**src/hw/rtl/sth_pkg.sv**
```systemverilog
// Shared constants, codes and types for the slot table with unique handles.
package sth_pkg;

  localparam int SLOT_COUNT = 64;
  localparam int SLOT_W     = $clog2(SLOT_COUNT);
  localparam int CNT_W      = $clog2(SLOT_COUNT + 2);
  localparam int HANDLE_W   = 16;
  localparam int KIND_W     = 8;
  localparam int LIMIT_W    = 7;

  localparam logic [2:0] MODE_SPAWN   = 3'd0;
  localparam logic [2:0] MODE_FREE    = 3'd1;
  localparam logic [2:0] MODE_MARK    = 3'd2;
  localparam logic [2:0] MODE_FIND    = 3'd3;
  localparam logic [2:0] MODE_INSPECT = 3'd4;

  localparam logic [2:0] ST_OK        = 3'd0;
  localparam logic [2:0] ST_BAD_KIND  = 3'd1;
  localparam logic [2:0] ST_FULL      = 3'd2;
  localparam logic [2:0] ST_NO_HANDLE = 3'd3;
  localparam logic [2:0] ST_SLOT_FREE = 3'd4;
  localparam logic [2:0] ST_NOT_FOUND = 3'd5;

  typedef struct packed {
    logic                marked;
    logic [KIND_W-1:0]   kind;
    logic [HANDLE_W-1:0] handle;
  } slot_word_t;

  localparam int WORD_W = $bits(slot_word_t);

  typedef struct packed {
    logic              done;
    logic              hit;
    logic [SLOT_W-1:0] hit_idx;
    slot_word_t        hit_word;
    logic [SLOT_W-1:0] free_idx;
  } scan_res_t;

endpackage

```
**src/hw/rtl/sth_ram.sv**
```systemverilog
// Generic simple dual-port RAM with registered read.
module sth_ram #(
  parameter int WIDTH = 8,
  parameter int DEPTH = 64
) (
  input  logic                     clk,
  input  logic                     we,
  input  logic [$clog2(DEPTH)-1:0] waddr,
  input  logic [WIDTH-1:0]         wdata,
  input  logic [$clog2(DEPTH)-1:0] raddr,
  output logic [WIDTH-1:0]         rdata
);

  logic [WIDTH-1:0] mem [DEPTH];

  always_ff @(posedge clk) begin
    if (we) begin
      mem[waddr] <= wdata;
    end
    rdata <= mem[raddr];
  end

endmodule

```
**src/hw/rtl/sth_scan.sv**
```systemverilog
// Shared scan unit: walks the slot memory one entry a cycle comparing handles.
module sth_scan
  import sth_pkg::*;
(
  input  logic                  clk,
  input  logic                  rst,
  input  logic                  start,
  input  logic                  stop_on_hit,
  input  logic [HANDLE_W-1:0]   target,
  input  logic [SLOT_COUNT-1:0] live,
  input  slot_word_t            rd_word,
  output logic [SLOT_W-1:0]     rd_addr,
  output logic                  busy,
  output scan_res_t             res
);

  logic [CNT_W-1:0]  cnt;
  logic              p_vld;
  logic [SLOT_W-1:0] p_idx;
  logic              free_found;
  logic              match;
  logic              last;
  logic              finish;

  assign rd_addr = cnt[SLOT_W-1:0];
  assign match   = p_vld && live[p_idx] && (rd_word.handle == target);
  assign last    = p_vld && (p_idx == SLOT_W'(SLOT_COUNT - 1));
  assign finish  = (match && stop_on_hit) || last;

  always_ff @(posedge clk) begin
    if (rst) begin
      busy     <= 1'b0;
      p_vld    <= 1'b0;
      res.done <= 1'b0;
    end else begin
      res.done <= busy && finish;
      if (start) begin
        busy       <= 1'b1;
        cnt        <= '0;
        p_vld      <= 1'b0;
        res.hit    <= 1'b0;
        free_found <= 1'b0;
      end else if (busy) begin
        p_vld <= !finish && (cnt < CNT_W'(SLOT_COUNT));
        if (cnt < CNT_W'(SLOT_COUNT)) begin
          p_idx <= cnt[SLOT_W-1:0];
          cnt   <= cnt + 1'b1;
        end
        if (match && !res.hit) begin
          res.hit      <= 1'b1;
          res.hit_idx  <= p_idx;
          res.hit_word <= rd_word;
        end
        if (p_vld && !live[p_idx] && !free_found) begin
          free_found   <= 1'b1;
          res.free_idx <= p_idx;
        end
        if (finish) begin
          busy <= 1'b0;
        end
      end
    end
  end

endmodule

```
**src/hw/rtl/slot_table_with_unique_handles_top.sv**
```systemverilog
// Top level: slot table sequencer, live bits, slot memory and scan unit.
//
//  channel | direction | fields
//  s_*     | in        | tuser: mode; tdata: entry_kind, slot_index, query_handle
//  m_*     | out       | tuser: ok, status; tdata: slot, handle, kind, marked, live_count
//  cfg_*   | in        | data: slot_limit
//
// Free and refused ops pass IDLE, DISPATCH and PUT; mark and inspect add a READ state.
// Find: the scan unit walks the slot memory one entry a cycle and stops at the first hit.
// Spawn: each handle issue try is a full scan of the slot memory, up to SLOT_COUNT+1 tries.
// Reset clears the live bits; no memory clearing pass. One item at a time;
// a new beat is taken while the previous result waits on m_tready.
module slot_table_with_unique_handles_top
  import sth_pkg::*;
(
  input  logic        clk,
  input  logic        rst,
  input  logic        s_tvalid,
  output logic        s_tready,
  input  logic [31:0] s_tdata,   // entry_kind[7:0], slot_index[13:8], query_handle[29:14]
  input  logic [2:0]  s_tuser,   // mode[2:0]
  output logic        m_tvalid,
  input  logic        m_tready,
  output logic [39:0] m_tdata,   // result_slot[5:0], result_handle[21:6], result_kind[29:22],
                                 // result_marked[30], live_count[37:31]
  output logic [3:0]  m_tuser,   // ok[0], status[3:1]
  input  logic        cfg_valid,
  output logic        cfg_ready,
  input  logic [6:0]  cfg_data   // slot_limit[6:0]
);

  localparam logic [2:0] S_IDLE     = 3'd0;
  localparam logic [2:0] S_DISPATCH = 3'd1;
  localparam logic [2:0] S_ISSUE    = 3'd2;
  localparam logic [2:0] S_SCAN     = 3'd3;
  localparam logic [2:0] S_FIND     = 3'd4;
  localparam logic [2:0] S_READ     = 3'd5;
  localparam logic [2:0] S_PUT      = 3'd6;

  logic [2:0]            state;
  logic [LIMIT_W-1:0]    slot_limit;
  logic [LIMIT_W-1:0]    lim;
  logic [LIMIT_W-1:0]    live_total;
  logic [HANDLE_W-1:0]   next_handle;
  logic [HANDLE_W-1:0]   nh_inc;
  logic [HANDLE_W-1:0]   cur_h;
  logic [CNT_W-1:0]      tries;
  logic [SLOT_COUNT-1:0] slot_live;

  logic [2:0]            op_mode;
  logic [KIND_W-1:0]     op_kind;
  logic [SLOT_W-1:0]     op_idx;
  logic [HANDLE_W-1:0]   op_query;

  logic                  r_ok;
  logic [2:0]            r_status;
  logic [SLOT_W-1:0]     r_slot;
  slot_word_t            r_word;

  logic                  ram_we;
  logic [SLOT_W-1:0]     ram_waddr;
  slot_word_t            ram_wdata;
  logic [SLOT_W-1:0]     ram_raddr;
  slot_word_t            ram_rdata;

  logic                  scan_start;
  logic                  scan_busy;
  logic [SLOT_W-1:0]     scan_addr;
  logic [HANDLE_W-1:0]   scan_target;
  scan_res_t             scan_res;

  logic                  in_beat;
  logic                  out_free;
  logic                  cur_live;

  assign s_tready  = (state == S_IDLE);
  assign cfg_ready = 1'b1;
  assign in_beat   = s_tvalid && s_tready;
  assign out_free  = !m_tvalid || m_tready;
  assign cur_live  = slot_live[op_idx];
  assign lim       = (slot_limit < LIMIT_W'(SLOT_COUNT)) ? slot_limit : LIMIT_W'(SLOT_COUNT);
  assign nh_inc    = (next_handle + 1'b1 == '0) ? HANDLE_W'(1) : next_handle + 1'b1;

  assign scan_start  = (state == S_ISSUE) ||
                       (state == S_DISPATCH && op_mode == MODE_FIND && op_query != '0);
  assign scan_target = (op_mode == MODE_FIND) ? op_query : cur_h;
  assign ram_raddr   = scan_busy ? scan_addr : op_idx;

  always_comb begin
    ram_we    = 1'b0;
    ram_waddr = op_idx;
    ram_wdata = ram_rdata;
    if (state == S_SCAN && scan_res.done && !scan_res.hit) begin
      ram_we           = 1'b1;
      ram_waddr        = scan_res.free_idx;
      ram_wdata.marked = 1'b0;
      ram_wdata.kind   = op_kind;
      ram_wdata.handle = cur_h;
    end else if (state == S_READ && op_mode == MODE_MARK) begin
      ram_we           = 1'b1;
      ram_wdata.marked = 1'b1;
    end
  end

  sth_ram #(
    .WIDTH (WORD_W),
    .DEPTH (SLOT_COUNT)
  ) u_ram (
    .clk   (clk),
    .we    (ram_we),
    .waddr (ram_waddr),
    .wdata (ram_wdata),
    .raddr (ram_raddr),
    .rdata (ram_rdata)
  );

  sth_scan u_scan (
    .clk         (clk),
    .rst         (rst),
    .start       (scan_start),
    .stop_on_hit (op_mode == MODE_FIND),
    .target      (scan_target),
    .live        (slot_live),
    .rd_word     (ram_rdata),
    .rd_addr     (scan_addr),
    .busy        (scan_busy),
    .res         (scan_res)
  );

  always_ff @(posedge clk) begin
    if (rst) begin
      state       <= S_IDLE;
      slot_limit  <= LIMIT_W'(64);
      live_total  <= '0;
      next_handle <= HANDLE_W'(1);
      slot_live   <= '0;
      m_tvalid    <= 1'b0;
    end else begin
      if (cfg_valid && cfg_ready) begin
        slot_limit <= cfg_data;
      end
      if (m_tvalid && m_tready && state != S_PUT) begin
        m_tvalid <= 1'b0;
      end
      unique case (state)
        S_IDLE: begin
          if (in_beat) begin
            op_mode  <= s_tuser;
            op_kind  <= s_tdata[7:0];
            op_idx   <= s_tdata[13:8];
            op_query <= s_tdata[29:14];
            state    <= S_DISPATCH;
          end
        end
        S_DISPATCH: begin
          r_word <= '0;
          unique case (op_mode)
            MODE_SPAWN: begin
              r_ok   <= 1'b0;
              r_slot <= '0;
              if (op_kind == '0) begin
                r_status <= ST_BAD_KIND;
                state    <= S_PUT;
              end else if (live_total >= lim) begin
                r_status <= ST_FULL;
                state    <= S_PUT;
              end else begin
                tries <= '0;
                state <= S_ISSUE;
              end
            end
            MODE_FREE: begin
              r_slot <= op_idx;
              state  <= S_PUT;
              if (cur_live) begin
                slot_live[op_idx] <= 1'b0;
                live_total        <= live_total - 1'b1;
                r_ok              <= 1'b1;
                r_status          <= ST_OK;
              end else begin
                r_ok     <= 1'b0;
                r_status <= ST_SLOT_FREE;
              end
            end
            MODE_MARK, MODE_INSPECT: begin
              r_slot <= op_idx;
              if (cur_live) begin
                state <= S_READ;
              end else begin
                r_ok     <= 1'b0;
                r_status <= ST_SLOT_FREE;
                state    <= S_PUT;
              end
            end
            MODE_FIND: begin
              r_ok     <= 1'b0;
              r_slot   <= '0;
              r_status <= ST_NOT_FOUND;
              state    <= (op_query != '0) ? S_FIND : S_PUT;
            end
            default: begin
              r_ok     <= 1'b0;
              r_slot   <= '0;
              r_status <= ST_NOT_FOUND;
              state    <= S_PUT;
            end
          endcase
        end
        S_ISSUE: begin
          cur_h       <= next_handle;
          next_handle <= nh_inc;
          tries       <= tries + 1'b1;
          state       <= S_SCAN;
        end
        S_SCAN: begin
          if (scan_res.done) begin
            if (!scan_res.hit) begin
              slot_live[scan_res.free_idx] <= 1'b1;
              live_total    <= live_total + 1'b1;
              r_ok          <= 1'b1;
              r_status      <= ST_OK;
              r_slot        <= scan_res.free_idx;
              r_word.marked <= 1'b0;
              r_word.kind   <= op_kind;
              r_word.handle <= cur_h;
              state         <= S_PUT;
            end else if (tries == CNT_W'(SLOT_COUNT + 1)) begin
              r_status <= ST_NO_HANDLE;
              state    <= S_PUT;
            end else begin
              state <= S_ISSUE;
            end
          end
        end
        S_FIND: begin
          if (scan_res.done) begin
            if (scan_res.hit) begin
              r_ok     <= 1'b1;
              r_status <= ST_OK;
              r_slot   <= scan_res.hit_idx;
              r_word   <= scan_res.hit_word;
            end
            state <= S_PUT;
          end
        end
        S_READ: begin
          r_ok     <= 1'b1;
          r_status <= ST_OK;
          r_word   <= ram_wdata;
          state    <= S_PUT;
        end
        S_PUT: begin
          if (out_free) begin
            m_tvalid <= 1'b1;
            m_tuser  <= {r_status, r_ok};
            m_tdata  <= {2'b00, live_total, r_word.marked, r_word.kind, r_word.handle, r_slot};
            state    <= S_IDLE;
          end
        end
        default: begin
          state <= S_IDLE;
        end
      endcase
    end
  end

endmodule

```
**config.mk**
```make
export PLATFORM = sky130hd
export DESIGN_NAME = slot_table_with_unique_handles_top
export DESIGN_NICKNAME = d
export VERILOG_FILES = /design/src/hw/rtl/sth_pkg.sv /design/src/hw/rtl/sth_ram.sv /design/src/hw/rtl/sth_scan.sv /design/src/hw/rtl/slot_table_with_unique_handles_top.sv
export SDC_FILE = /design/constraint.sdc
export NUM_CORES = 2
export LEC_CHECK = 0
export BUFFER_PORTS_ARGS = -buffer_cell sky130_fd_sc_hd__buf_4
export CAP_MARGIN = 5
export CORE_MARGIN = 3
export CORE_UTILIZATION = 40
export CTS_CLUSTER_SIZE = 8
export DETAILED_ROUTE_END_ITERATION = 10
export GPL_TIMING_DRIVEN = 0
export PLACE_DENSITY = 0.56
export RECOVER_POWER = 100
export SYNTH_ARGS = -nofsm -noshare
export SYNTH_HDL_FRONTEND = slang
export SYNTH_SLANG_ARGS = --single-unit
```
**constraint.sdc**
```tcl
create_clock -name clk -period 11 [get_ports clk]
set_input_delay 1.1 -clock clk [delete_from_list [all_inputs] [get_ports clk]]
set_output_delay 1.1 -clock clk [all_outputs]
set_load 0.03 [all_outputs]
```
* Yosys cells after proc, flatten, opt, wreduce, memory -nomap -nowiden
Memory sizes are Yosys's and may differ from the RTL's. A register that Yosys moved wholly into a read port is not among the register bits.
Cells that the tools add are included.
** Operators by class
- Add/subtract/negate cells :: 5
- $lt $le $gt $ge :: 8
- Equality and inequality tests :: 28
- Muxes and demuxes :: 89
- Bitwise logic cells :: 5
- Reductions and logical operators :: 59
** Operators by type and width (count)
- $mux 64 :: 4
- $pmux 64 s2 :: 1
- $mux 25 :: 4
- $pmux 25 s4 :: 1
- $mux 7 :: 10
- $and 64x64->64 :: 1
- $not 64->64 :: 1
- $or 64x64->64 :: 1
- $mux 3 :: 17
- $mux 6 :: 8
- $mux 38 :: 1
- $mux 16 :: 2
- $mux 32 :: 1
- $pmux 7 s2 :: 2
- $mux 1 :: 24
- $mux 24 :: 1
- $add 7x1->7 const B :: 3
- $lt 6x7->1 const B :: 3
- $pmux 3 s7 :: 1
- $logic_and 1x1->1 :: 19
- $pmux 3 s3 :: 2
- $pmux 6 s3 :: 1
- $add 16x1->16 const B :: 1
- $eq 16x16->1 :: 1
- other kinds (38) :: 84
** Storage, ports and cells
- Register bits after elaboration :: 286
- Bits in writable memories :: 1600
- Input bits :: 47
- Memories kept :: 1
** Memory list
- u_ram.mem :: words 64, bits a word 25, rd ports 1, clocked after memory_dff 1, write ports 1, RTL line sth_ram.sv:14 : logic [WIDTH-1:0] mem [DEPTH];

* Depth between registers and ports, before layout
- Word-level depth :: 9
- Gate-level depth with buffers :: 14
- Gate-level depth less buffers :: 11

* Cells and area by module
A second synthesis with hierarchy kept.
** Second synthesis, totals
- Cells, all modules :: 4122
- Area, all modules :: 76380.8 um^2
** By module, submodules not included
- sth_ram :: times used 1, cells an instance 2884, area an instance 62517.5 um^2
- slot_table_with_unique_handles_top :: times used 1, cells an instance 1045, area an instance 11091.9 um^2
- sth_scan :: times used 1, cells an instance 193, area an instance 2771.4 um^2

* Worst setup path after synthesis
Ideal clock, no wire load.
- Kind :: register to register
- Start :: reg state[0]
- End :: mem u_ram.mem[0][2] (netlist bit) (data pin)
- Library setup time :: 0.711 ns
- Arrival :: 4.222 ns
- Data required time :: 10.289 ns
- Slack :: 6.066 ns
- Cell stages (with the launch flop) :: 11
- Cells stage by stage :: dfxtp_1 > buf_2 > nor2b_1 > and2_1 > buf_2 > inv_2 > or2_1 > buf_2 > clkbuf_1 > buf_2 > o21ai_0
** RTL lines
- start: declaration :: RTL line slot_table_with_unique_handles_top.sv:40 : logic [2:0] state;
- start signal: assignment :: RTL line slot_table_with_unique_handles_top.sv:199 : state <= (op_query != '0) ? S_FIND : S_PUT;
- end: declaration :: RTL line sth_ram.sv:14

==> parameters.txt <==
Parameter                              Value

Run status
  Result of the run ... finished with violations
  Violated checks ... capacitance limit, slew limit

Global route
  Total GRT Usage ... 0.215
  Antenna violations before repair ... 6
  Number of global-route vias before repair ... ~41000
  Largest net degree at the start of global routing ... 65
  GRT Residual Overflow ... 0
  Global-route wire length before repair ... between 300000 and 400000 um

Hold path
  Number of cells on the worst hold path ... 0
  Tightest Hold Check Type ... reg -> reg

Synth
  Most common flop cell mapped by yosys ... sky130_fd_sc_hd__edfxtp_1
  Top area cells in the synthesized netlist ... sky130_fd_sc_hd__edfxtp_1, sky130_fd_sc_hd__mux4_2, sky130_fd_sc_hd__dfxtp_1
  Async SR Flop Fraction ... 0
  Post-synthesis cell area ... 75800 um2
  Portion of the post-synthesis area used by sequential elements ... 0.740
  Synth Register Bits ... 1911
  Number of distinct library cells after synthesis ... 74
  Share of Yosys cell area claimed by the top area cell type ... 0.707
  Biggest area consumer among synthesized cells ... sky130_fd_sc_hd__edfxtp_1
  Number of synthesis warnings ... 0
  Gate count after technology mapping ... about 4100
  Number of synthesized flops with an enable pin ... 1785
  Synth Area per Inst ... 18.4 um2

Finish
  Count of filler cells inserted in the layout ... ~16000
  Final non-filler cell area ... 87500 um2
  Net count, final ... 4630
  Synth-to-layout area growth ... 15.3%
  Share of post-route cells with drive strength above 1 ... 0.192

Power and ir drop
  Leakage ... 27.4 nW
  Power per Cell Area ... 223 nW/um2
  Worst ir drop on vdd ... 0.184 mV
  Power consumption ... 19.5 mW

Timing
  Final Hold Vio Count ... 0
  Worst Max-Slew Pin Slew ... 4.49 ns
  Slew Limit Fails ... between 3000 and 4000
  Worst-case headroom to the max-slew limit ... -2.03
  Part of the cycle the worst path needs ... 0.669
  Sum Neg Setup Slack ... 0 ns
  Achievable Freq ... roughly 140 MHz
  Final Skew ... roughly 0.052 ns
  Final number of setup-violating endpoints ... 0
  Min cycle time layout ... 7.36 ns
  Hold_ws ... 0.410 ns
  Post-layout worst setup margin ... 3.64 ns
  Unrepaired setup endpoints after global routing ... no

Clock network
  Number of hold-repair buffers added at the cts stage ... 0
  Maximum clock insertion buffer count ... 4
  Number of buffers added by the clock tree synthesis step ... 289
  Count of instances resized after the clock tree is built ... 0
  Insertion delay to the later sink of the worst-skew pair ... 0.89 ns
  Clock tree root buffer cell ... sky130_fd_sc_hd__clkbuf_16
  Number of buffers added for setup after CTS ... 0
  Depth of the CTS H-tree ... 5
  Clock net sink count ... between 1500 and 2000
  Clock tree from TritonCTS ... yes
  Clock slew at the register clock pins of the worst setup and hold paths ... roughly 0.050 ns

Floorplanning
  Starting density of the core ... 0.403
  Core footprint ... 188000 um2
  Floorplan row count ... 159
  Horizontal extent of the die ... between 400 and 500 um
  DIE AREA ... approximately 200000 um2
  Count of pins on the block boundary ... 94
  Floorplan die height ... roughly 440 um

Setup path
  Crit start category ... flop
  Depth of the worst register-to-register path ... 10
  Worst-path fanout max ... 34
  Capturing element type of the critical path ... flop
  Worst endpoint data arrival time ... 7.77 ns
  Type of the setup path with the least slack ... reg -> reg
  Required @ worst endpoint ... 11.41 ns

Route
  ANT nets after route ... 0
  Iteration-0 DRC Markers ... around 4600
  Drt via density ... 5.81
  Post-route DRC violation count ... 0
  Number of iterations in the first detailed-routing pass ... 6
  Final routed wirelength across all metal layers ... 210000 um
  Vias after detailed routing ... between 40000 and 50000
  Routed wire per std cell ... just under 30 um

Placed design
  HPWL Detailed ... 139000 um
  Setup Slack @ Placement ... 6.01 ns
  Input/output buffers ... 86
  Routability Congestion ... 0.993
  Placed instance area ... 81800 um2

Run
  Number of maximum-capacitance violations ... 112
[cells by family after synthesis]
group,after synthesis,synth area share
simple gates,791,0.0470
compound gates,574,0.0530
mux,471,0.133
fa+ha+maj,17,0.00290
buf+inv,311,0.0189
flops,1911,0.740
xor+xnor,44,0.00508
other cells,2,0.0000990
[report_power, final]
group          internal [mW]  switching (mW)
clock network           4.81            2.93
logic                  0.750            2.11
registers               8.80          0.0879
[critical path, cell delays in order (launching register included)]
cell	delay [ns]
sky130_fd_sc_hd__dfxtp_1	0.30
sky130_fd_sc_hd__clkbuf_1	0.30
sky130_fd_sc_hd__nor2b_1	0.22
sky130_fd_sc_hd__and2_0	0.14
sky130_fd_sc_hd__clkbuf_1	0.22
sky130_fd_sc_hd__inv_1	0.26
sky130_fd_sc_hd__or2_1	0.29
sky130_fd_sc_hd__clkbuf_1	0.23
sky130_fd_sc_hd__clkbuf_1	0.35
sky130_fd_sc_hd__o21ai_0	3.16
sky130_fd_sc_hd__clkbuf_1	1.39
[state kept, by name, indices dropped and copies added, names as in the netlist, 4 cells and up]
register,cells
u_scan.p_idx,6
m_tuser,4
op_query,16
slot_live,64
r_word,25
slot_limit,7
cur_h,16
tries,7
live_total,7
next_handle,16
u_ram.rdata,25
u_scan.res,39
u_scan.cnt,7
op_idx,6
op_kind,8
r_slot,6
u_ram.mem,1600
m_tdata,38
[path summary, 6_finish.rpt]
path | from | to | slack [ns]
max | state[0] | u_ram.mem[8][19] | 3.64
min | r_word[7] | m_tdata[13] | 0.41
max reg2reg | state[0] | u_ram.mem[8][19] | 3.64
min reg2reg | r_word[7] | m_tdata[13] | 0.41
[area by class of cell]
type	count	area [um2]	area share
Clock buffer	355	7650	0.0875
Inverter	54	203	0.00232
Buffer	257	1210	0.0138
Timing Repair Buffer	153	749	0.00857
Clock inverter	7	92.6	0.00106
Tap cell	2495	3120	0.0357
Multi-Input combinational cell	1900	18300	0.209
Antenna cell	2	5.00	0.0000572
Sequential cell	1911	56100	0.642
[metrics by stage]
stage,cells,utilization
after floorplan,4122,-
after global placement,6703,0.423
after detailed placement,6769,0.434
after CTS,7131,0.476
after global routing,7132,0.465
final,7134,0.465
[layout by cell type (no fill, tap or decap), types with 55 or more instances in the layout]
cell	netlist	layout
sky130_fd_sc_hd__a21oi_1	138	138
sky130_fd_sc_hd__a211oi_1	131	131
sky130_fd_sc_hd__and2_1	105	103
sky130_fd_sc_hd__buf_2	68	55
sky130_fd_sc_hd__mux4_2	428	428
sky130_fd_sc_hd__nand2_1	363	363
sky130_fd_sc_hd__clkbuf_1	139	331
sky130_fd_sc_hd__a311oi_1	111	111
sky130_fd_sc_hd__clkbuf_16	0	297
sky130_fd_sc_hd__edfxtp_1	1785	1785
sky130_fd_sc_hd__nor2_1	186	184
sky130_fd_sc_hd__dfxtp_1	126	126
[cell usage after synthesis (all sizes together), types with 5 or more instances]
master  count
edfxtp   1785
mux4      428
nand2     363
nor2      186
clkbuf    139
a21oi     138
a211oi    131
dfxtp     126
buf       118
a311oi    111
and2      105
a31oi      53
inv        51
o21ai      43
mux2i      32
xor2       31
nor3       29
nand3      23
o32ai      23
ha         16
nand2b     15
nor4       13
xnor2      13
nand4      12
mux2       11
a222oi      8
and3        8
o22ai       8
nor2b       7
or3         7
a21o        6
nand3b      6
o211ai      6
o31ai       6
o41ai       5
or2         5
[metal layers]
layer | vias to the layer above | global-route usage | routed length, um
met5 | - | 0 | 0
met2 | 1653 | 0.327 | 96600
met1 | 21900 | 0.309 | 90200
met3 | 371 | 0.0406 | 15000
met4 | 0 | 0.0790 | 7980
li1 | 17600 | - | -
Note: power is estimated with default switching activity, not from simulation.
